==> config.mk <==
export PLATFORM = sky130hd
export DESIGN_NAME = radix_digit_encoder
export DESIGN_NICKNAME = d
export VERILOG_FILES = /design/src/rtl/rde_pkg.sv /design/src/rtl/radix_digit_encoder.sv
export SDC_FILE = /design/constraint.sdc
export NUM_CORES = 1
export LEC_CHECK = 0
export BUFFER_PORTS_ARGS = -buffer_cell sky130_fd_sc_hd__buf_4
export CORE_MARGIN = 4
export CORE_UTILIZATION = 30
export CTS_CLUSTER_SIZE = 20
export DETAILED_ROUTE_END_ITERATION = 7
export GPL_ROUTABILITY_DRIVEN = 1
export SYNTH_ARGS = -nofsm -noshare
export SYNTH_HDL_FRONTEND = slang
export SYNTH_SLANG_ARGS = --single-unit
==> constraint.sdc <==
create_clock -name clk -period 18.7 [get_ports clk]
set_clock_uncertainty 0.15 [all_clocks]
set_input_delay 1.87 -clock clk [delete_from_list [all_inputs] [get_ports clk]]
set_output_delay 1.87 -clock clk [all_outputs]
set_load 0.005 [all_outputs]
==> src/rtl/rde_pkg.sv <==
// Package for the radix digit encoder: payload structs, sequencer states,
// field widths and fixed constants. No dependencies.
package rde_pkg;

    localparam int MAG_W          = 63;
    localparam int DIV_W          = 64;   // magnitude padded to a whole number of steps
    localparam int BITS_PER_STEP  = 8;
    localparam int STEPS_PER_DIGIT = DIV_W / BITS_PER_STEP;
    localparam int STEP_W         = $clog2(STEPS_PER_DIGIT);
    localparam int RADIX_W        = 5;
    localparam int DIGIT_W        = 4;
    localparam int SYM_W          = 8;
    localparam int SYMTAB_W       = 64;
    localparam int APB_DATA_W     = 64;
    localparam int APB_ADDR_W     = 5;
    localparam int DEF_MAX_RADIX  = 16;
    localparam logic [RADIX_W-1:0] RADIX_RESET = 5'd10;
    localparam logic [SYM_W-1:0]   MINUS_SYM   = 8'h2D;

    typedef enum logic [1:0] {
        REG_RADIX   = 2'd0,
        REG_SYM_LOW = 2'd1,
        REG_SYM_HIGH = 2'd2,
        REG_NONE    = 2'd3
    } reg_idx_t;

    typedef enum logic [1:0] {
        ST_IDLE,
        ST_DIV,
        ST_OUT
    } state_t;

    typedef struct packed {
        logic [MAG_W-1:0] magnitude;
        logic             negative;
    } req_item_t;

    typedef struct packed {
        logic [SYM_W-1:0] symbol;
        logic             last;
    } rsp_item_t;

endpackage

==> src/rtl/radix_digit_encoder.sv <==
// Radix digit encoder top level: APB register file, divide sequencer and
// output register. Depends on rde_pkg.
//
// Usage: a request item (magnitude, negative) is taken on req_valid/req_ready.
// The block then emits the digits of the magnitude in the configured radix,
// least significant first, one rsp item per symbol on rsp_valid/rsp_ready,
// each digit mapped through the symbol table. A zero magnitude gives the
// digit-0 symbol alone; otherwise a set negative flag appends 0x2D. The
// final symbol of a value carries last.
// Timing: each digit comes from a shared 8-bit-per-cycle restoring divider,
// then waits in the output register. The longest value, in radix 2, has 63
// digits plus a sign. After the final symbol the sequencer returns to idle
// before the next request is taken. One item is in work at a time.
// A stalled receiver holds the output register; the divider waits with it.
// Reset: radix 10, symbol tables zero, sequencer idle, no rsp pending.
// Registers: radix at 0x00, symbols_low at 0x08, symbols_high at 0x10.
module radix_digit_encoder
    import rde_pkg::*;
#(
    parameter int MAX_RADIX = DEF_MAX_RADIX
) (
    input  logic                  clk,
    input  logic                  rst_n,
    input  logic                  psel,
    input  logic                  penable,
    input  logic                  pwrite,
    input  logic [APB_ADDR_W-1:0] paddr,
    input  logic [APB_DATA_W-1:0] pwdata,
    output logic [APB_DATA_W-1:0] prdata,
    output logic                  pready,
    input  logic                  req_valid,
    output logic                  req_ready,
    input  req_item_t             req_data,
    output logic                  rsp_valid,
    input  logic                  rsp_ready,
    output rsp_item_t             rsp_data
);

    localparam int REM_W = (MAX_RADIX > 2) ? $clog2(MAX_RADIX) : 1;
    localparam int CMP_W = REM_W + 1;
    localparam logic [STEP_W-1:0] LAST_STEP = STEP_W'(STEPS_PER_DIGIT - 1);

    // configuration
    logic [RADIX_W-1:0]  radix_reg, radix_next;
    logic [SYMTAB_W-1:0] sym_lo_reg, sym_lo_next;
    logic [SYMTAB_W-1:0] sym_hi_reg, sym_hi_next;
    reg_idx_t            reg_idx;
    logic                cfg_wr;

    // sequencer and datapath
    state_t              state_reg, state_next;
    logic [STEP_W-1:0]   step_reg, step_next;
    logic [DIV_W-1:0]    div_reg, div_next;
    logic [REM_W-1:0]    rem_reg, rem_next;
    logic                sign_reg, sign_next;
    logic [SYM_W-1:0]    sym_reg, sym_next;
    logic                last_reg, last_next;

    logic [CMP_W-1:0]    eff_radix;
    logic [DIV_W-1:0]    div_step;
    logic [REM_W-1:0]    rem_step;
    logic [SYM_W-1:0]    digit_sym;
    logic                req_fire, rsp_fire;
    logic                step_done;

    // ---------------- APB register file ----------------
    assign pready  = 1'b1;
    assign reg_idx = reg_idx_t'(paddr[4:3]);
    assign cfg_wr  = psel && penable && pwrite && pready;

    always_comb
    begin
        radix_next  = radix_reg;
        sym_lo_next = sym_lo_reg;
        sym_hi_next = sym_hi_reg;
        if (cfg_wr)
        begin
            unique case (reg_idx)
                REG_RADIX:    radix_next  = pwdata[RADIX_W-1:0];
                REG_SYM_LOW:  sym_lo_next = pwdata;
                REG_SYM_HIGH: sym_hi_next = pwdata;
                REG_NONE:     ;
                default:      ;
            endcase
        end
    end

    always_comb
    begin
        unique case (reg_idx)
            REG_RADIX:    prdata = {{(APB_DATA_W-RADIX_W){1'b0}}, radix_reg};
            REG_SYM_LOW:  prdata = sym_lo_reg;
            REG_SYM_HIGH: prdata = sym_hi_reg;
            default:      prdata = '0;
        endcase
    end

    always_ff @(posedge clk or negedge rst_n)
    begin
        if (!rst_n)
        begin
            radix_reg  <= RADIX_RESET;
            sym_lo_reg <= '0;
            sym_hi_reg <= '0;
        end
        else
        begin
            radix_reg  <= radix_next;
            sym_lo_reg <= sym_lo_next;
            sym_hi_reg <= sym_hi_next;
        end
    end

    // radix clamped to 2..MAX_RADIX
    always_comb
    begin
        priority if (radix_reg < RADIX_W'(2))
            eff_radix = CMP_W'(2);
        else if (radix_reg > RADIX_W'(MAX_RADIX))
            eff_radix = CMP_W'(MAX_RADIX);
        else
            eff_radix = radix_reg[CMP_W-1:0];
    end

    // ---------------- shared divider ----------------
    // Restoring division, BITS_PER_STEP quotient bits per cycle, MSB first.
    always_comb
    begin
        logic [CMP_W-1:0] partial;
        logic             qbit;
        div_step = div_reg;
        rem_step = rem_reg;
        for (int i = 0; i < BITS_PER_STEP; i++)
        begin
            partial = {rem_step, div_step[DIV_W-1]};
            qbit    = (partial >= eff_radix);
            if (qbit)
                partial = partial - eff_radix;
            rem_step = partial[REM_W-1:0];
            div_step = {div_step[DIV_W-2:0], qbit};
        end
    end

    // symbol lookup for the digit just produced (or digit 0 on a zero input)
    always_comb
    begin
        logic [DIGIT_W-1:0] d;
        d = (state_reg == ST_DIV) ? DIGIT_W'(rem_step) : '0;
        if (d[DIGIT_W-1])
            digit_sym = sym_hi_reg[{d[DIGIT_W-2:0], 3'b000} +: SYM_W];
        else
            digit_sym = sym_lo_reg[{d[DIGIT_W-2:0], 3'b000} +: SYM_W];
    end

    assign req_fire  = req_valid && req_ready;
    assign rsp_fire  = rsp_valid && rsp_ready;
    assign step_done = (step_reg == LAST_STEP);

    // ---------------- sequencer: next state ----------------
    always_comb
    begin
        state_next = state_reg;
        unique case (state_reg)
            ST_IDLE:
                if (req_fire)
                    state_next = (req_data.magnitude == '0) ? ST_OUT : ST_DIV;
            ST_DIV:
                if (step_done)
                    state_next = ST_OUT;
            ST_OUT:
                if (rsp_fire)
                begin
                    priority if (last_reg)
                        state_next = ST_IDLE;
                    else if (div_reg == '0)
                        state_next = ST_OUT;   // minus sign still to go
                    else
                        state_next = ST_DIV;
                end
            default:
                state_next = ST_IDLE;
        endcase
    end

    // ---------------- sequencer: outputs ----------------
    always_comb
    begin
        req_ready = 1'b0;
        rsp_valid = 1'b0;
        unique case (state_reg)
            ST_IDLE: req_ready = 1'b1;
            ST_OUT:  rsp_valid = 1'b1;
            ST_DIV:  ;
            default: ;
        endcase
    end

    assign rsp_data.symbol = sym_reg;
    assign rsp_data.last   = last_reg;

    // ---------------- datapath next values ----------------
    always_comb
    begin
        step_next = step_reg;
        div_next  = div_reg;
        rem_next  = rem_reg;
        sign_next = sign_reg;
        sym_next  = sym_reg;
        last_next = last_reg;
        unique case (state_reg)
            ST_IDLE:
                if (req_fire)
                begin
                    div_next  = {1'b0, req_data.magnitude};
                    rem_next  = '0;
                    step_next = '0;
                    sign_next = req_data.negative;
                    sym_next  = digit_sym;
                    last_next = 1'b1;
                end
            ST_DIV:
            begin
                div_next  = div_step;
                rem_next  = rem_step;
                step_next = step_reg + STEP_W'(1);
                if (step_done)
                begin
                    sym_next  = digit_sym;
                    last_next = (div_step == '0) && !sign_reg;
                end
            end
            ST_OUT:
                if (rsp_fire && !last_reg)
                begin
                    if (div_reg == '0)
                    begin
                        sym_next  = MINUS_SYM;
                        last_next = 1'b1;
                        sign_next = 1'b0;
                    end
                    else
                    begin
                        rem_next  = '0;
                        step_next = '0;
                    end
                end
            default: ;
        endcase
    end

    always_ff @(posedge clk or negedge rst_n)
    begin
        if (!rst_n)
        begin
            state_reg <= ST_IDLE;
            step_reg  <= '0;
            div_reg   <= '0;
            rem_reg   <= '0;
            sign_reg  <= 1'b0;
            sym_reg   <= '0;
            last_reg  <= 1'b0;
        end
        else
        begin
            state_reg <= state_next;
            step_reg  <= step_next;
            div_reg   <= div_next;
            rem_reg   <= rem_next;
            sign_reg  <= sign_next;
            sym_reg   <= sym_next;
            last_reg  <= last_next;
        end
    end

    // ---------------- assertions ----------------
    a_one_side: assert property (@(posedge clk) disable iff (!rst_n)
        !(req_ready && rsp_valid))
        else $error("request and response sides active together");

    a_step_idle: assert property (@(posedge clk) disable iff (!rst_n)
        (state_reg != ST_DIV) |-> (step_reg == '0))
        else $error("divide step counter running outside divide");

    a_rem_range: assert property (@(posedge clk) disable iff (!rst_n)
        (state_reg != ST_IDLE) |-> ({1'b0, rem_reg} < eff_radix))
        else $error("remainder not below radix");

    a_last_frees: assert property (@(posedge clk) disable iff (!rst_n)
        (rsp_fire && rsp_data.last) |=> req_ready)
        else $error("block not ready after final symbol");

    a_accept_busy: assert property (@(posedge clk) disable iff (!rst_n)
        req_fire |=> !req_ready)
        else $error("ready right after accepting an item");

endmodule

==> impl_metrics.yaml <==
logic_synthesis:
  synth_xor_area_frac: 0.009425
  syn_avg_cell_area_um2: 10.23
  synth_top_area_frac: 0.4116
  synth_top_family_by_area: "compound AO/OA/AOI/OAI gates"
  mappedNetlistArea_um2: 13010
  synthArstFlopShare: 1.000
  netlist_top_cells_area: "dfrtp_1 (41%), mux2_2 (14%), a22o_1 (4.2%), ha_1 (4.0%), o21ai_0 (3.8%)"
  synth_edf_count: 0
  yosys.area.top_type: "dfrtp_1"
  synth_nets: 1462
  ys_types: 73
  postSynthRegisterBits: 216
  synth_compound_area_frac: 0.2103
  yosys_warnings: 0
  ys_seq_area_frac: 0.4157
  muxShareOfSynthArea: 0.1592
  synthFlopType: "dfrtp_1"
  synth_fa_ha_area_frac: 0.05270
  syn_inst: 1272
  synth_simple_gate_area_share: 0.1143
clock_network:
  cts.reportedPaths.clkPinSlew_ns: 0.06
  htreeDepth: 1
  post_cts_buffers: 0
  cts-root-buf: "clkbuf_16"
  cts_sinks: 216
  insertion_delay_ns: 0.55
  cts_tree: "yes"
  clock_path_buffers: 3
  cts_resized: 0
  cts_hold_buffers: 0
  cts_buffers: 25
critical_path:
  start_kind: "flop"
  crit_slowest_cell: "a222oi_1"
  cp_num_buf_inv: 6
  cp_top_family: "compound AO/OA/AOI/OAI gates"
  cp.required_ns: 18.96
  critPathArrivalTime_ns: 16.12
  critPathKind: "flop to flop"
  endpoint_kind: "flop"
  cp_max_fo: 23
  path_common_cell: "ha_1"
  critPathMaxStageDelay_ns: 0.63
die:
  start_util: 0.3027
  io_pins: 216
  die_h_um: 216.2
  die_w_um: 216.2
  core_area_um2: 42980
  rows: 76
  die_area_um2: 46760
placed_design:
  dp.final_hpwl_mm: 30.23
  gp_congestion: 0.8337
  io_buffers: 211
routing:
  vias: 11010
  wl_mm: 43.08
  avgViaCountPerCell: 5.403
  drc: 0
  antenna_left: 0
  initialDrtViolationCount: 893
  wl_per_cell_um: 21.14
  firstDrtPassIters: 5
timing:
  fin_tns_setup_ns: 0
  max_freq_mhz: 63.05
  setup_violations: 0
  min_period_ns: 15.86
  worst_slew_pin_slew_ns: 1.058
  min_period_over_period: 0.8481
  slew_headroom: 0.2887
  drv_slew: 0
  rsz0062_at_grt: "false"
  hold_viol_final: 0
finish:
  drive_above_1_share: 0.3079
  fillers: 4345
  fin_nets: 1624
  syn_to_final_growth_pct: 22.53
global_routing:
  grt_pass1_wl_mm: 66.42
  gr-total-overflow: 0
  grt.total_usage: 0.1770
  grt_pass1_vias: 11080
  antenna_found_initial: 3
  grt_max_degree: 80
run_status:
  status: "finished, final reports clean"
flow_run:
  maxCapViolCount: 0
min_path:
  hold_path_class: "flop to flop"
==> worst min-delay path, stage by stage, from the launching register on <==
cell	delay, ns
dfrtp_1	0.34
nand2_1	0.05
nand2_1	0.06
==> kinds of logic (layout without fill, tap and decap cells) <==
kind of cell,after synthesis,after routing
fa+ha+maj,50,50
simple gates,277,277
other cells,1,2
flops,216,216
xor+xnor,14,14
compound gates,402,402
mux,186,186
buf+inv,126,306
==> synth_stat cells (all sizes together), types with 5 or more instances <==
cell and count:
nand2 70, nor4 35, fa 8, a22oi 49, nor2b 68, inv 34, mux2i 22, a31oi 11
xnor2 14, a211oi 17, a221o 6, a21oi 89, a22o 62, nand3 33, ha 42, o211a 5
o21ai 102, o21a 6, and2 8, buf 23, clkbuf 69, o221ai 5, nand4 14, dfrtp 214
and3 7, a21o 8, nand2b 7, nor2 24, mux2 164
==> final timing paths <==
path                       depth (start not counted)         start  slack [ns]      endpoint
setup / recovery                                  61  radix_reg[4]        2.84    sym_reg[2]
hold / removal                                     2    rem_reg[3]        0.33    rem_reg[3]
setup reg to reg                                  61  radix_reg[4]        2.84    sym_reg[2]
hold reg to reg                                    2    rem_reg[3]        0.33    rem_reg[3]
max in group asynchronous                          2         rst_n       15.76  state_reg[1]
min in group asynchronous                          1         rst_n        1.16   div_reg[13]
==> placed cells by master, fill, tap and decap left out, types with 6 or more instances in the layout <==
cell	count
a211oi_1	15
a21o_1	8
a21oi_1	88
a221o_1	6
a22o_1	62
a22oi_1	49
a31oi_1	11
and2_1	8
and3_1	7
buf_4	226
clkbuf_1	6
clkbuf_16	25
clkbuf_8	9
dfrtp_1	213
fa_1	8
ha_1	42
inv_1	34
mux2_2	159
mux2i_1	22
nand2_1	70
nand2b_1	7
nand3_1	33
nand4_1	14
nor2_1	21
nor2b_1	65
nor4_1	35
o21a_1	6
o21ai_0	98
xnor2_1	14
==> per-stage QoR <==
stage	setup slack (ns)	std cells	hold WS [ns]	instance area, µm²	util
3_5_place_dp	2.927	1992	0.3217	15130	0.3521
5_1_grt	1.746	2037	0.3835	15940	0.3708
2_1_floorplan	5.359	1272	0.3031	13010	-
3_3_place_gp	3.105	1992	0.3208	15130	0.3521
6_report	2.840	2038	0.3347	15940	0.3709
4_1_cts	2.913	2037	0.3397	15940	0.3708
==> layer usage <==
layer  global-route usage  up-vias  share of wire
li1                     -     5101              -
met1               0.2387     5500           0.43
met2               0.2881      364           0.47
met3              0.05440       43          0.086
met4              0.02539        4          0.013
met5                    0        -        0.00079
==> final cells by class <==
cell class              count  area (µm²)  share of cell area
multi-input cells         930        7153              0.4487
flip-flops and latches    216        5409              0.3393
repair buffers            227        1710              0.1073
clock buffers              39       758.2             0.04756
well taps                 585       732.0             0.04591
inverters                  34       127.6            0.008006
clock inverters             6       48.80            0.003061
diodes                      1       2.502           0.0001570
Power is not shown: default switching activity piles up to over one toggle a cycle in this logic, so the estimate is an artifact.
